--- config.mk ---
export PLATFORM = sky130hd
export DESIGN_NAME = heading_rate_p_control_median
export DESIGN_NICKNAME = d
export VERILOG_FILES = /design/src/rtl/hrpm_pkg.sv /design/src/rtl/hrpm_ctrl.sv /design/src/rtl/hrpm_dp.sv /design/src/rtl/heading_rate_p_control_median.sv
export VERILOG_INCLUDE_DIRS = /design/src /design/src/rtl
export SDC_FILE = /design/constraint.sdc
export NUM_CORES = 2
export LEC_CHECK = 0
export BUFFER_PORTS_ARGS = -buffer_cell sky130_fd_sc_hd__buf_2
export CAP_MARGIN = 20
export CORE_MARGIN = 2
export CORE_UTILIZATION = 40
export CTS_CLUSTER_DIAMETER = 50
export DETAILED_ROUTE_END_ITERATION = 16
export HOLD_SLACK_MARGIN = 0.12
export PLACE_DENSITY = 0.67
export SLEW_MARGIN = 10
export SYNTH_ARGS = -nofsm -noshare
export SYNTH_HDL_FRONTEND = slang
export SYNTH_SLANG_ARGS = --single-unit
export TNS_END_PERCENT = 1
--- constraint.sdc ---
create_clock -name clk -period 17.2 [get_ports clk]
set_input_delay 1.72 -clock clk [delete_from_list [all_inputs] [get_ports clk]]
set_output_delay 1.72 -clock clk [all_outputs]
set_load 0.03 [all_outputs]
--- src/rtl/assert_macros.svh ---
// Assertion helpers shared by the RTL files.
`ifndef ASSERT_MACROS_SVH
`define ASSERT_MACROS_SVH

// Check a property on every rising edge outside reset.
`define ASSERT_CLK(lbl, clk, rstn, prop, msg) \
	lbl: assert property (@(posedge clk) disable iff (!rstn) (prop)) else $error(msg);

// Check that an expression never holds outside reset.
`define ASSERT_NEVER(lbl, clk, rstn, expr, msg) \
	lbl: assert property (@(posedge clk) disable iff (!rstn) !(expr)) else $error(msg);

`endif

--- src/rtl/hrpm_pkg.sv ---
`default_nettype none
package hrpm_pkg;

	// Window depth and derived widths
	localparam int WINDOW_MAX = 15;
	localparam int SLOT_W     = (WINDOW_MAX > 1) ? $clog2(WINDOW_MAX) : 1;
	localparam int IDX_W      = SLOT_W + 1;
	localparam int CNT_W      = $clog2(WINDOW_MAX + 1);

	// Q2.13 angle constants
	localparam logic signed [17:0] PI_Q         = 18'sd25736;
	localparam logic signed [17:0] TWO_PI_Q     = 18'sd51472;
	localparam logic signed [17:0] HALF_PI_Q    = 18'sd12868;
	localparam logic signed [17:0] FLIP_LIMIT_Q = 18'sd21299;

	// Input item kinds
	localparam logic KIND_STEP  = 1'b0;
	localparam logic KIND_CLEAR = 1'b1;

	// Register map, word index
	typedef enum logic [1:0] {
		REG_GAIN     = 2'd0,
		REG_MAX_RATE = 2'd1,
		REG_WIN_LEN  = 2'd2
	} reg_idx_t;

	localparam logic [15:0] GAIN_RST     = 16'd128;
	localparam logic [14:0] MAX_RATE_RST = 15'd8192;
	localparam logic [3:0]  WIN_LEN_RST  = 4'd5;

	typedef enum logic [2:0] {
		ST_IDLE,
		ST_WRAP,
		ST_FLIP,
		ST_MUL,
		ST_CLAMP,
		ST_PUSH,
		ST_RANK,
		ST_OUT
	} state_t;

	typedef struct packed {
		logic load;
		logic clear;
		logic wrap;
		logic flip;
		logic mul;
		logic clamp;
		logic push;
		logic rank_step;
		logic out_load;
	} cmd_t;

	typedef struct packed {
		logic rank_last;
		logic out_free;
	} stat_t;

endpackage
`default_nettype wire

--- src/rtl/hrpm_ctrl.sv ---
`default_nettype none
`include "assert_macros.svh"
module hrpm_ctrl (
	input  wire logic           clk,
	input  wire logic           arst_n,
	input  wire logic           in_valid,
	input  wire logic           kind,
	output logic                in_ready,
	input  wire hrpm_pkg::stat_t stat,
	output hrpm_pkg::cmd_t      cmd
);

	hrpm_pkg::state_t state_q, state_d;

	// State register
	always_ff @(posedge clk or negedge arst_n) begin
		if (!arst_n) begin
			state_q <= hrpm_pkg::ST_IDLE;
		end else begin
			state_q <= state_d;
		end
	end

	// Next state and commands
	always_comb begin
		state_d  = state_q;
		cmd      = '0;
		in_ready = 1'b0;
		case (state_q)
			hrpm_pkg::ST_IDLE: begin
				in_ready = 1'b1;
				if (in_valid) begin
					if (kind == hrpm_pkg::KIND_CLEAR) begin
						cmd.clear = 1'b1;
					end else begin
						cmd.load = 1'b1;
						state_d  = hrpm_pkg::ST_WRAP;
					end
				end
			end
			hrpm_pkg::ST_WRAP: begin
				cmd.wrap = 1'b1;
				state_d  = hrpm_pkg::ST_FLIP;
			end
			hrpm_pkg::ST_FLIP: begin
				cmd.flip = 1'b1;
				state_d  = hrpm_pkg::ST_MUL;
			end
			hrpm_pkg::ST_MUL: begin
				cmd.mul = 1'b1;
				state_d = hrpm_pkg::ST_CLAMP;
			end
			hrpm_pkg::ST_CLAMP: begin
				cmd.clamp = 1'b1;
				state_d   = hrpm_pkg::ST_PUSH;
			end
			hrpm_pkg::ST_PUSH: begin
				cmd.push = 1'b1;
				state_d  = hrpm_pkg::ST_RANK;
			end
			hrpm_pkg::ST_RANK: begin
				cmd.rank_step = 1'b1;
				if (stat.rank_last) begin
					state_d = hrpm_pkg::ST_OUT;
				end
			end
			hrpm_pkg::ST_OUT: begin
				// hold until the output register is free
				if (stat.out_free) begin
					cmd.out_load = 1'b1;
					state_d      = hrpm_pkg::ST_IDLE;
				end
			end
			default: begin
				state_d = hrpm_pkg::ST_IDLE;
			end
		endcase
	end

	`ASSERT_CLK(a_load_when_free, clk, arst_n, cmd.out_load |-> stat.out_free, "result loaded over a pending beat")
	`ASSERT_CLK(a_accept_starts, clk, arst_n, cmd.load |=> state_q == hrpm_pkg::ST_WRAP, "accepted step did not start")

endmodule
`default_nettype wire

--- src/rtl/hrpm_dp.sv ---
`default_nettype none
`include "assert_macros.svh"
module hrpm_dp (
	input  wire logic                clk,
	input  wire logic                arst_n,
	input  wire hrpm_pkg::cmd_t      cmd,
	output hrpm_pkg::stat_t          stat,
	input  wire logic [15:0]         gain,
	input  wire logic [14:0]         max_turn_rate,
	input  wire logic [3:0]          window_length,
	input  wire logic signed [15:0]  target_heading,
	input  wire logic signed [15:0]  present_heading,
	output logic                     out_valid,
	input  wire logic                out_ready,
	output logic signed [15:0]       turn_rate,
	output logic signed [15:0]       turn_rate_raw,
	output logic signed [15:0]       heading_error
);

	localparam int SLOT_W = hrpm_pkg::SLOT_W;
	localparam int IDX_W  = hrpm_pkg::IDX_W;
	localparam int CNT_W  = hrpm_pkg::CNT_W;
	localparam int WMAX   = hrpm_pkg::WINDOW_MAX;

	logic signed [15:0] tgt_q, cur_q, werr_q, err_q, last_err_q, raw_q;
	logic               last_vld_q;
	logic signed [32:0] prod_q;
	logic signed [15:0] hist_q [WMAX];
	logic [CNT_W-1:0]   fill_q;
	logic [SLOT_W-1:0]  oldest_q, idx_q;
	logic signed [15:0] lo_q, hi_q;
	logic               found_lo_q, found_hi_q, out_valid_q;

	// Wrap the raw difference once into [-pi, pi]
	logic signed [17:0] diff, wrapped;
	always_comb begin
		diff = 18'(tgt_q) - 18'(cur_q);
		if (diff > hrpm_pkg::PI_Q) begin
			wrapped = diff - hrpm_pkg::TWO_PI_Q;
		end else if (diff < -hrpm_pkg::PI_Q) begin
			wrapped = diff + hrpm_pkg::TWO_PI_Q;
		end else begin
			wrapped = diff;
		end
	end

	// Flip correction against the previous error
	logic signed [17:0] e18, p18, ae, ap, s, r, d, ferr;
	logic               opp;
	always_comb begin
		e18 = 18'(werr_q);
		p18 = last_vld_q ? 18'(last_err_q) : e18;
		ae  = (e18 < 0) ? -e18 : e18;
		ap  = (p18 < 0) ? -p18 : p18;
		s   = ae + ap;
		if (s >= hrpm_pkg::TWO_PI_Q) begin
			r = s - hrpm_pkg::TWO_PI_Q;
		end else if (s >= hrpm_pkg::PI_Q) begin
			r = s - hrpm_pkg::PI_Q;
		end else begin
			r = s;
		end
		d    = (r < hrpm_pkg::PI_Q - r) ? r : hrpm_pkg::PI_Q - r;
		opp  = ((e18 < 0) && (p18 > 0)) || ((e18 > 0) && (p18 < 0));
		ferr = e18;
		if ((ae > hrpm_pkg::FLIP_LIMIT_Q) && opp && (d < hrpm_pkg::HALF_PI_Q)) begin
			ferr = (e18 < 0) ? e18 + hrpm_pkg::TWO_PI_Q : e18 - hrpm_pkg::TWO_PI_Q;
		end
	end

	// Floor shift of the gain product and clamp
	logic signed [24:0] shifted, lim;
	logic signed [15:0] clamped;
	always_comb begin
		shifted = prod_q[32:8];
		lim     = 25'(signed'({1'b0, max_turn_rate}));
		if (shifted > lim) begin
			clamped = lim[15:0];
		end else if (shifted < -lim) begin
			clamped = 16'(-lim);
		end else begin
			clamped = shifted[15:0];
		end
	end

	// Window bookkeeping for a push
	logic [CNT_W-1:0]  win_len, drop, fill_new;
	logic [IDX_W-1:0]  old_sum, wr_sum;
	logic [SLOT_W-1:0] oldest_new, wr_slot;
	always_comb begin
		if (window_length == '0) begin
			win_len = CNT_W'(1);
		end else if (32'(window_length) > WMAX) begin
			win_len = CNT_W'(WMAX);
		end else begin
			win_len = CNT_W'(window_length);
		end
		drop = (fill_q >= win_len) ? CNT_W'(fill_q - win_len + CNT_W'(1)) : '0;
		old_sum = IDX_W'(oldest_q) + IDX_W'(drop);
		oldest_new = (old_sum >= IDX_W'(WMAX)) ? SLOT_W'(old_sum - IDX_W'(WMAX))
			: SLOT_W'(old_sum);
		fill_new = fill_q - drop;
		wr_sum   = IDX_W'(oldest_new) + IDX_W'(fill_new);
		wr_slot  = (wr_sum >= IDX_W'(WMAX)) ? SLOT_W'(wr_sum - IDX_W'(WMAX))
			: SLOT_W'(wr_sum);
	end

	// Slots that hold live window entries
	logic [WMAX-1:0]   in_win;
	logic [IDX_W-1:0]  rel;
	always_comb begin
		rel = '0;
		for (int j = 0; j < WMAX; j++) begin
			if (SLOT_W'(j) >= oldest_q) begin
				rel = IDX_W'(j) - IDX_W'(oldest_q);
			end else begin
				rel = IDX_W'(j) + IDX_W'(WMAX) - IDX_W'(oldest_q);
			end
			in_win[j] = rel < IDX_W'(fill_q);
		end
	end

	// Rank the candidate slot against the live entries
	logic signed [15:0] cand;
	logic [CNT_W-1:0]   lt_cnt, eq_cnt, k_lo, k_hi;
	logic [CNT_W:0]     le_cnt;
	logic               hit_lo, hit_hi;
	always_comb begin
		cand   = hist_q[idx_q];
		lt_cnt = '0;
		eq_cnt = '0;
		for (int j = 0; j < WMAX; j++) begin
			if (in_win[j]) begin
				if (hist_q[j] < cand) begin
					lt_cnt = lt_cnt + CNT_W'(1);
				end else if (hist_q[j] == cand) begin
					eq_cnt = eq_cnt + CNT_W'(1);
				end
			end
		end
		le_cnt = (CNT_W+1)'(lt_cnt) + (CNT_W+1)'(eq_cnt);
		k_lo   = CNT_W'(fill_q - CNT_W'(1)) >> 1;
		k_hi   = fill_q >> 1;
		hit_lo = in_win[idx_q] && (lt_cnt <= k_lo) && ((CNT_W+1)'(k_lo) < le_cnt);
		hit_hi = in_win[idx_q] && (lt_cnt <= k_hi) && ((CNT_W+1)'(k_hi) < le_cnt);
	end

	logic signed [16:0] mid_sum;
	assign mid_sum = 17'(lo_q) + 17'(hi_q);

	assign stat.rank_last = (idx_q == SLOT_W'(WMAX - 1));
	assign stat.out_free  = !out_valid_q || out_ready;

	// Payload registers
	always_ff @(posedge clk) begin
		if (cmd.load) begin
			tgt_q <= target_heading;
			cur_q <= present_heading;
		end
		if (cmd.wrap) begin
			werr_q <= wrapped[15:0];
		end
		if (cmd.flip) begin
			err_q <= ferr[15:0];
		end
		if (cmd.mul) begin
			prod_q <= signed'({1'b0, gain}) * err_q;
		end
		if (cmd.clamp) begin
			raw_q <= clamped;
		end
		if (cmd.push) begin
			hist_q[wr_slot] <= raw_q;
		end
		if (cmd.rank_step && hit_lo) begin
			lo_q <= cand;
		end
		if (cmd.rank_step && hit_hi) begin
			hi_q <= cand;
		end
		if (cmd.out_load) begin
			turn_rate     <= mid_sum[16:1];
			turn_rate_raw <= raw_q;
			heading_error <= err_q;
		end
	end

	// Control state
	always_ff @(posedge clk or negedge arst_n) begin
		if (!arst_n) begin
			last_err_q  <= '0;
			last_vld_q  <= 1'b0;
			fill_q      <= '0;
			oldest_q    <= '0;
			idx_q       <= '0;
			found_lo_q  <= 1'b0;
			found_hi_q  <= 1'b0;
			out_valid_q <= 1'b0;
		end else begin
			if (cmd.flip) begin
				last_err_q <= ferr[15:0];
				last_vld_q <= 1'b1;
			end
			if (cmd.clear) begin
				fill_q   <= '0;
				oldest_q <= '0;
			end else if (cmd.push) begin
				fill_q   <= fill_new + CNT_W'(1);
				oldest_q <= oldest_new;
			end
			// restart the rank sweep on each push
			if (cmd.push) begin
				idx_q      <= '0;
				found_lo_q <= 1'b0;
				found_hi_q <= 1'b0;
			end else if (cmd.rank_step) begin
				idx_q      <= stat.rank_last ? '0 : idx_q + SLOT_W'(1);
				found_lo_q <= found_lo_q | hit_lo;
				found_hi_q <= found_hi_q | hit_hi;
			end
			if (cmd.out_load) begin
				out_valid_q <= 1'b1;
			end else if (out_ready) begin
				out_valid_q <= 1'b0;
			end
		end
	end

	assign out_valid = out_valid_q;

	`ASSERT_CLK(a_fill_bound, clk, arst_n, 32'(fill_q) <= WMAX, "fill count past window depth")
	`ASSERT_CLK(a_push_fills, clk, arst_n, cmd.push |=> fill_q != '0, "window empty after push")
	`ASSERT_CLK(a_median_found, clk, arst_n, cmd.out_load |-> (found_lo_q && found_hi_q), "median ranks not found")
	`ASSERT_NEVER(a_oldest_range, clk, arst_n, 32'(oldest_q) >= WMAX, "oldest slot out of range")

endmodule
`default_nettype wire

--- src/rtl/heading_rate_p_control_median.sv ---
// An accepted step beat is wrapped, flip-corrected, scaled by the gain, clamped, pushed
//   into the window and ranked against every window slot; a clear beat gives no result.
//   A new beat is taken only once the last result is loaded, which waits on out_ready.
// Reset (arst_n low): gain 128, max_turn_rate 8192, window_length 5, window empty,
//   no previous error; history holds no data and needs no clearing pass.
`default_nettype none
module heading_rate_p_control_median (
	input  wire logic               clk,
	input  wire logic               arst_n,
	input  wire logic               psel,
	input  wire logic               penable,
	input  wire logic               pwrite,
	input  wire logic [3:0]         paddr,
	input  wire logic [31:0]        pwdata,
	output logic [31:0]             prdata,
	output logic                    pready,
	input  wire logic               in_valid,
	output logic                    in_ready,
	input  wire logic               kind,
	input  wire logic signed [15:0] target_heading,
	input  wire logic signed [15:0] present_heading,
	output logic                    out_valid,
	input  wire logic               out_ready,
	output logic signed [15:0]      turn_rate,
	output logic signed [15:0]      turn_rate_raw,
	output logic signed [15:0]      heading_error
);

	logic [15:0] gain_q;
	logic [14:0] max_rate_q;
	logic [3:0]  win_len_q;
	logic        wr_en;
	hrpm_pkg::reg_idx_t reg_idx;

	hrpm_pkg::cmd_t  cmd;
	hrpm_pkg::stat_t stat;

	assign pready  = 1'b1;
	assign wr_en   = psel && penable && pwrite;
	assign reg_idx = hrpm_pkg::reg_idx_t'(paddr[3:2]);

	// Configuration registers
	always_ff @(posedge clk or negedge arst_n) begin
		if (!arst_n) begin
			gain_q     <= hrpm_pkg::GAIN_RST;
			max_rate_q <= hrpm_pkg::MAX_RATE_RST;
			win_len_q  <= hrpm_pkg::WIN_LEN_RST;
		end else if (wr_en) begin
			case (reg_idx)
				hrpm_pkg::REG_GAIN:     gain_q     <= pwdata[15:0];
				hrpm_pkg::REG_MAX_RATE: max_rate_q <= pwdata[14:0];
				hrpm_pkg::REG_WIN_LEN:  win_len_q  <= pwdata[3:0];
				default: ;
			endcase
		end
	end

	// Register read-back
	always_comb begin
		case (reg_idx)
			hrpm_pkg::REG_GAIN:     prdata = {16'd0, gain_q};
			hrpm_pkg::REG_MAX_RATE: prdata = {17'd0, max_rate_q};
			hrpm_pkg::REG_WIN_LEN:  prdata = {28'd0, win_len_q};
			default:                prdata = '0;
		endcase
	end

	hrpm_ctrl u_ctrl (
		.clk      (clk),
		.arst_n   (arst_n),
		.in_valid (in_valid),
		.kind     (kind),
		.in_ready (in_ready),
		.stat     (stat),
		.cmd      (cmd)
	);

	hrpm_dp u_dp (
		.clk             (clk),
		.arst_n          (arst_n),
		.cmd             (cmd),
		.stat            (stat),
		.gain            (gain_q),
		.max_turn_rate   (max_rate_q),
		.window_length   (win_len_q),
		.target_heading  (target_heading),
		.present_heading (present_heading),
		.out_valid       (out_valid),
		.out_ready       (out_ready),
		.turn_rate       (turn_rate),
		.turn_rate_raw   (turn_rate_raw),
		.heading_error   (heading_error)
	);

endmodule
`default_nettype wire

==> results.yml <==
outcome:
  status: "finished clean"
critical_path:
  slowest_delay_ps: 730
  required_ps: 17490
  worstSetupStartpoint: "u_dp.idx_q[0]"
  path_common_cell: "ha_1"
  worstPathMaxFanout: 30
  timing.rr.end: "u_dp.lo_q[8]"
  crit_type: "reg2reg"
  start_kind: "flip-flop"
  critPathCaptureType: "flip-flop"
  cp.arrival_ps: 15430
  rr_worst_depth: 54
  critPathBufInv: 7
  crit_family: "adder cells"
  r2r_start: "u_dp.idx_q[0]"
  endpoint: "u_dp.lo_q[8]"
  worst-path-stages: 54
  cp_slowest_cell: "dfrtp_4"
  r2r_setup_slack_ps: 2060
drt:
  post-route-drc-count: 0
  ant_nets: 0
  wl_per_cell_um: 19.0
  drt_iter0_drc: 2521
  routed_wl_um: 116000
  routed-via-count: 34200
  viasPerCell: 5.61
  drt_pass1_iterations: 5
logic_synthesis:
  syn_area_per_cell_um2: 10.4
  yosysWarnings: 0
  synth_edf_count: 441
  seq_area_frac_synth: 0.326
  synthFlopType: "edfxtp_1"
  syn_inst: 4416
  ys_ff_latch: 509
  yosysTopAreaCell: "edfxtp_1"
  synth_area_leaders: "edfxtp_1, ha_1, fa_1"
  synth_top_area_frac: 0.288
  synth_cell_types: 109
  syn_area_mm2: 0.0459
  async_flop_share: 0.134
hold_path:
  hold_path_class: "reg2reg"
sta:
  relSlewSlack: 0.196
  worst-slew-pin-transition_ps: 1210
  fin_ws_ps: 2060
  hold_viol_final: 0
  skew_ps: 40.4
  drv_slew: 0
  rsz0062_at_grt: "no"
  fmax_mhz: 66.1
  finalSetupViolCount: 0
  post-route-min-period_ps: 15140
  period_share: 0.880
  tns_ps: 0
finish:
  syn2layout_area_growth_pct: 10.4
  nNetsFinal: 5415
  antenna_cells: 0
  drive_above_1_share: 0.107
  final_cells: 6102
  final_area_mm2: 0.0507
clock_network:
  cts_resized: 0
  path_clk_slew_ps: 50
  cts.hold.buffers_added: 0
  clock_path_buffers: 3
  cts_buffers: 72
  clk-insertion-delay-late_ps: 640
  cts_root_buf: "clkbuf_16"
  cts_setup_buffers: 0
  cts_tree: "yes"
  htreeDepth: 3
  clock-sinks: 509
floorplanning:
  initial_core_util: 0.403
  core_area_mm2: 0.114
  pin_count: 159
  die_area_mm2: 0.118
  chipWidth_um: 343
  die_h_um: 343
  row_count: 124
grt:
  grtUsageTotal: 0.196
  grt_max_degree: 66
  grt_pass1_vias: 34400
  grt_pass1_wl_um: 185000
  antenna_found_initial: 2
  overflow: 0
place:
  pre_cts_slack_ps: 2060
  gp_congestion: 0.899
  port-buffer-count: 123
  placedCellCount: 5969
  dpl_cell_area_mm2: 0.0483
  dp_hpwl_um: 88800
job:
  max_cap_violations: 0
==> stage by stage <==
step            util  hold WS [ps]
2_1_floorplan      -           424
3_3_place_gp   0.423           472
3_5_place_dp   0.423           476
4_1_cts        0.445           485
5_1_grt        0.445           497
6_report       0.445           485
==> tightest hold or removal path, delay by kind of cell, from the launching register on <==
family | cells | cell delay (ps)
DFF | 1 | 340
AOI/OAI and AO/OA | 1 | 60
and+or+nand+nor | 1 | 50
==> metal layers <==
| layer | up-vias | GRT usage | wire length [µm] |
|---|---|---|---|
| met5 | - | 0 | 0 |
| li1 | 16100 | - | - |
| met4 | 0 | 0.0638 | 3520 |
| met2 | 946 | 0.336 | 55700 |
| met3 | 197 | 0.0228 | 6490 |
| met1 | 17000 | 0.259 | 50200 |
==> worst min path at each step <==
stage                             from            endpoint  slack, ps  cells after the start
finish              u_dp.last_err_q[1]  u_dp.last_err_q[1]        490                      2
global route        u_dp.last_err_q[1]  u_dp.last_err_q[1]        500                      2
CTS                 u_dp.last_err_q[1]  u_dp.last_err_q[1]        490                      2
detailed placement  u_dp.last_err_q[1]  u_dp.last_err_q[1]        480                      2
global placement    u_dp.last_err_q[0]  u_dp.last_err_q[0]        470                      2
floorplan               u_dp.werr_q[2]       u_dp.err_q[2]        420                      0
==> Yosys cell counts, types with 37 or more instances <==
| library cell | number |
|---|---|
| a21o_1 | 70 |
| a21oi_1 | 177 |
| a31oi_1 | 37 |
| and2_1 | 119 |
| clkbuf_1 | 105 |
| dfrtp_1 | 64 |
| edfxtp_1 | 441 |
| fa_1 | 203 |
| ha_1 | 605 |
| inv_1 | 438 |
| mux2_2 | 44 |
| mux2i_1 | 59 |
| mux4_2 | 82 |
| nand2_1 | 405 |
| nand2b_1 | 67 |
| nand3_1 | 61 |
| nand4_1 | 73 |
| nor2_1 | 244 |
| nor2b_1 | 58 |
| nor3_1 | 55 |
| o21a_1 | 67 |
| o21ai_0 | 186 |
| xnor2_1 | 163 |
| xor2_1 | 64 |
==> area by class of cell <==
| cell class | count | area (µm²) |
|---|---|---|
| fill | 10600 | 63300 |
| sequential | 509 | 15000 |
| tap | 1512 | 1890 |
| inverter | 441 | 1660 |
| timing repair buffer | 174 | 1010 |
| multi-input combinational | 3333 | 28800 |
| clock inverter | 45 | 513 |
| clock buffer | 88 | 1890 |
==> cells in the final DEF (no fill, tap or decap), types with 119 or more instances in the layout <==
cell type | Yosys | routed
ha_1 | 605 | 605
nor2_1 | 244 | 242
nand2_1 | 405 | 405
and2_1 | 119 | 119
o21ai_0 | 186 | 186
a21oi_1 | 177 | 177
inv_1 | 438 | 438
xnor2_1 | 163 | 163
edfxtp_1 | 441 | 441
buf_2 | 5 | 122
fa_1 | 203 | 203
==> sequential cells by signal, summed over array words and instances, names as in the netlist, 15 cells and up <==
signal	count
max_rate_q	15
u_dp.hi_q	16
u_dp.turn_rate	16
u_dp.cur_q	16
u_dp.heading_error	16
u_dp.prod_q	25
u_dp.hist_q	256
u_dp.tgt_q	16
gain_q	16
u_dp.werr_q	16
u_dp.last_err_q	16
u_dp.turn_rate_raw	16
u_dp.err_q	16
u_dp.raw_q	16
u_dp.lo_q	16
==> logic make-up (layout without fill, tap and decap cells) <==
group / after synthesis / count (layout) / synth area share
buf+inv: 590 / 748 / 0.0501
flops: 509 / 509 / 0.326
compound gates: 839 / 839 / 0.123
fa+ha+maj: 809 / 809 / 0.254
other cells: 2 / 18 / 0.000164
simple gates: 1237 / 1237 / 0.133
mux: 193 / 193 / 0.0665
xor+xnor: 237 / 237 / 0.0481
Power is not shown: default switching activity piles up to over one toggle a cycle in this logic, so the estimate is an artifact.
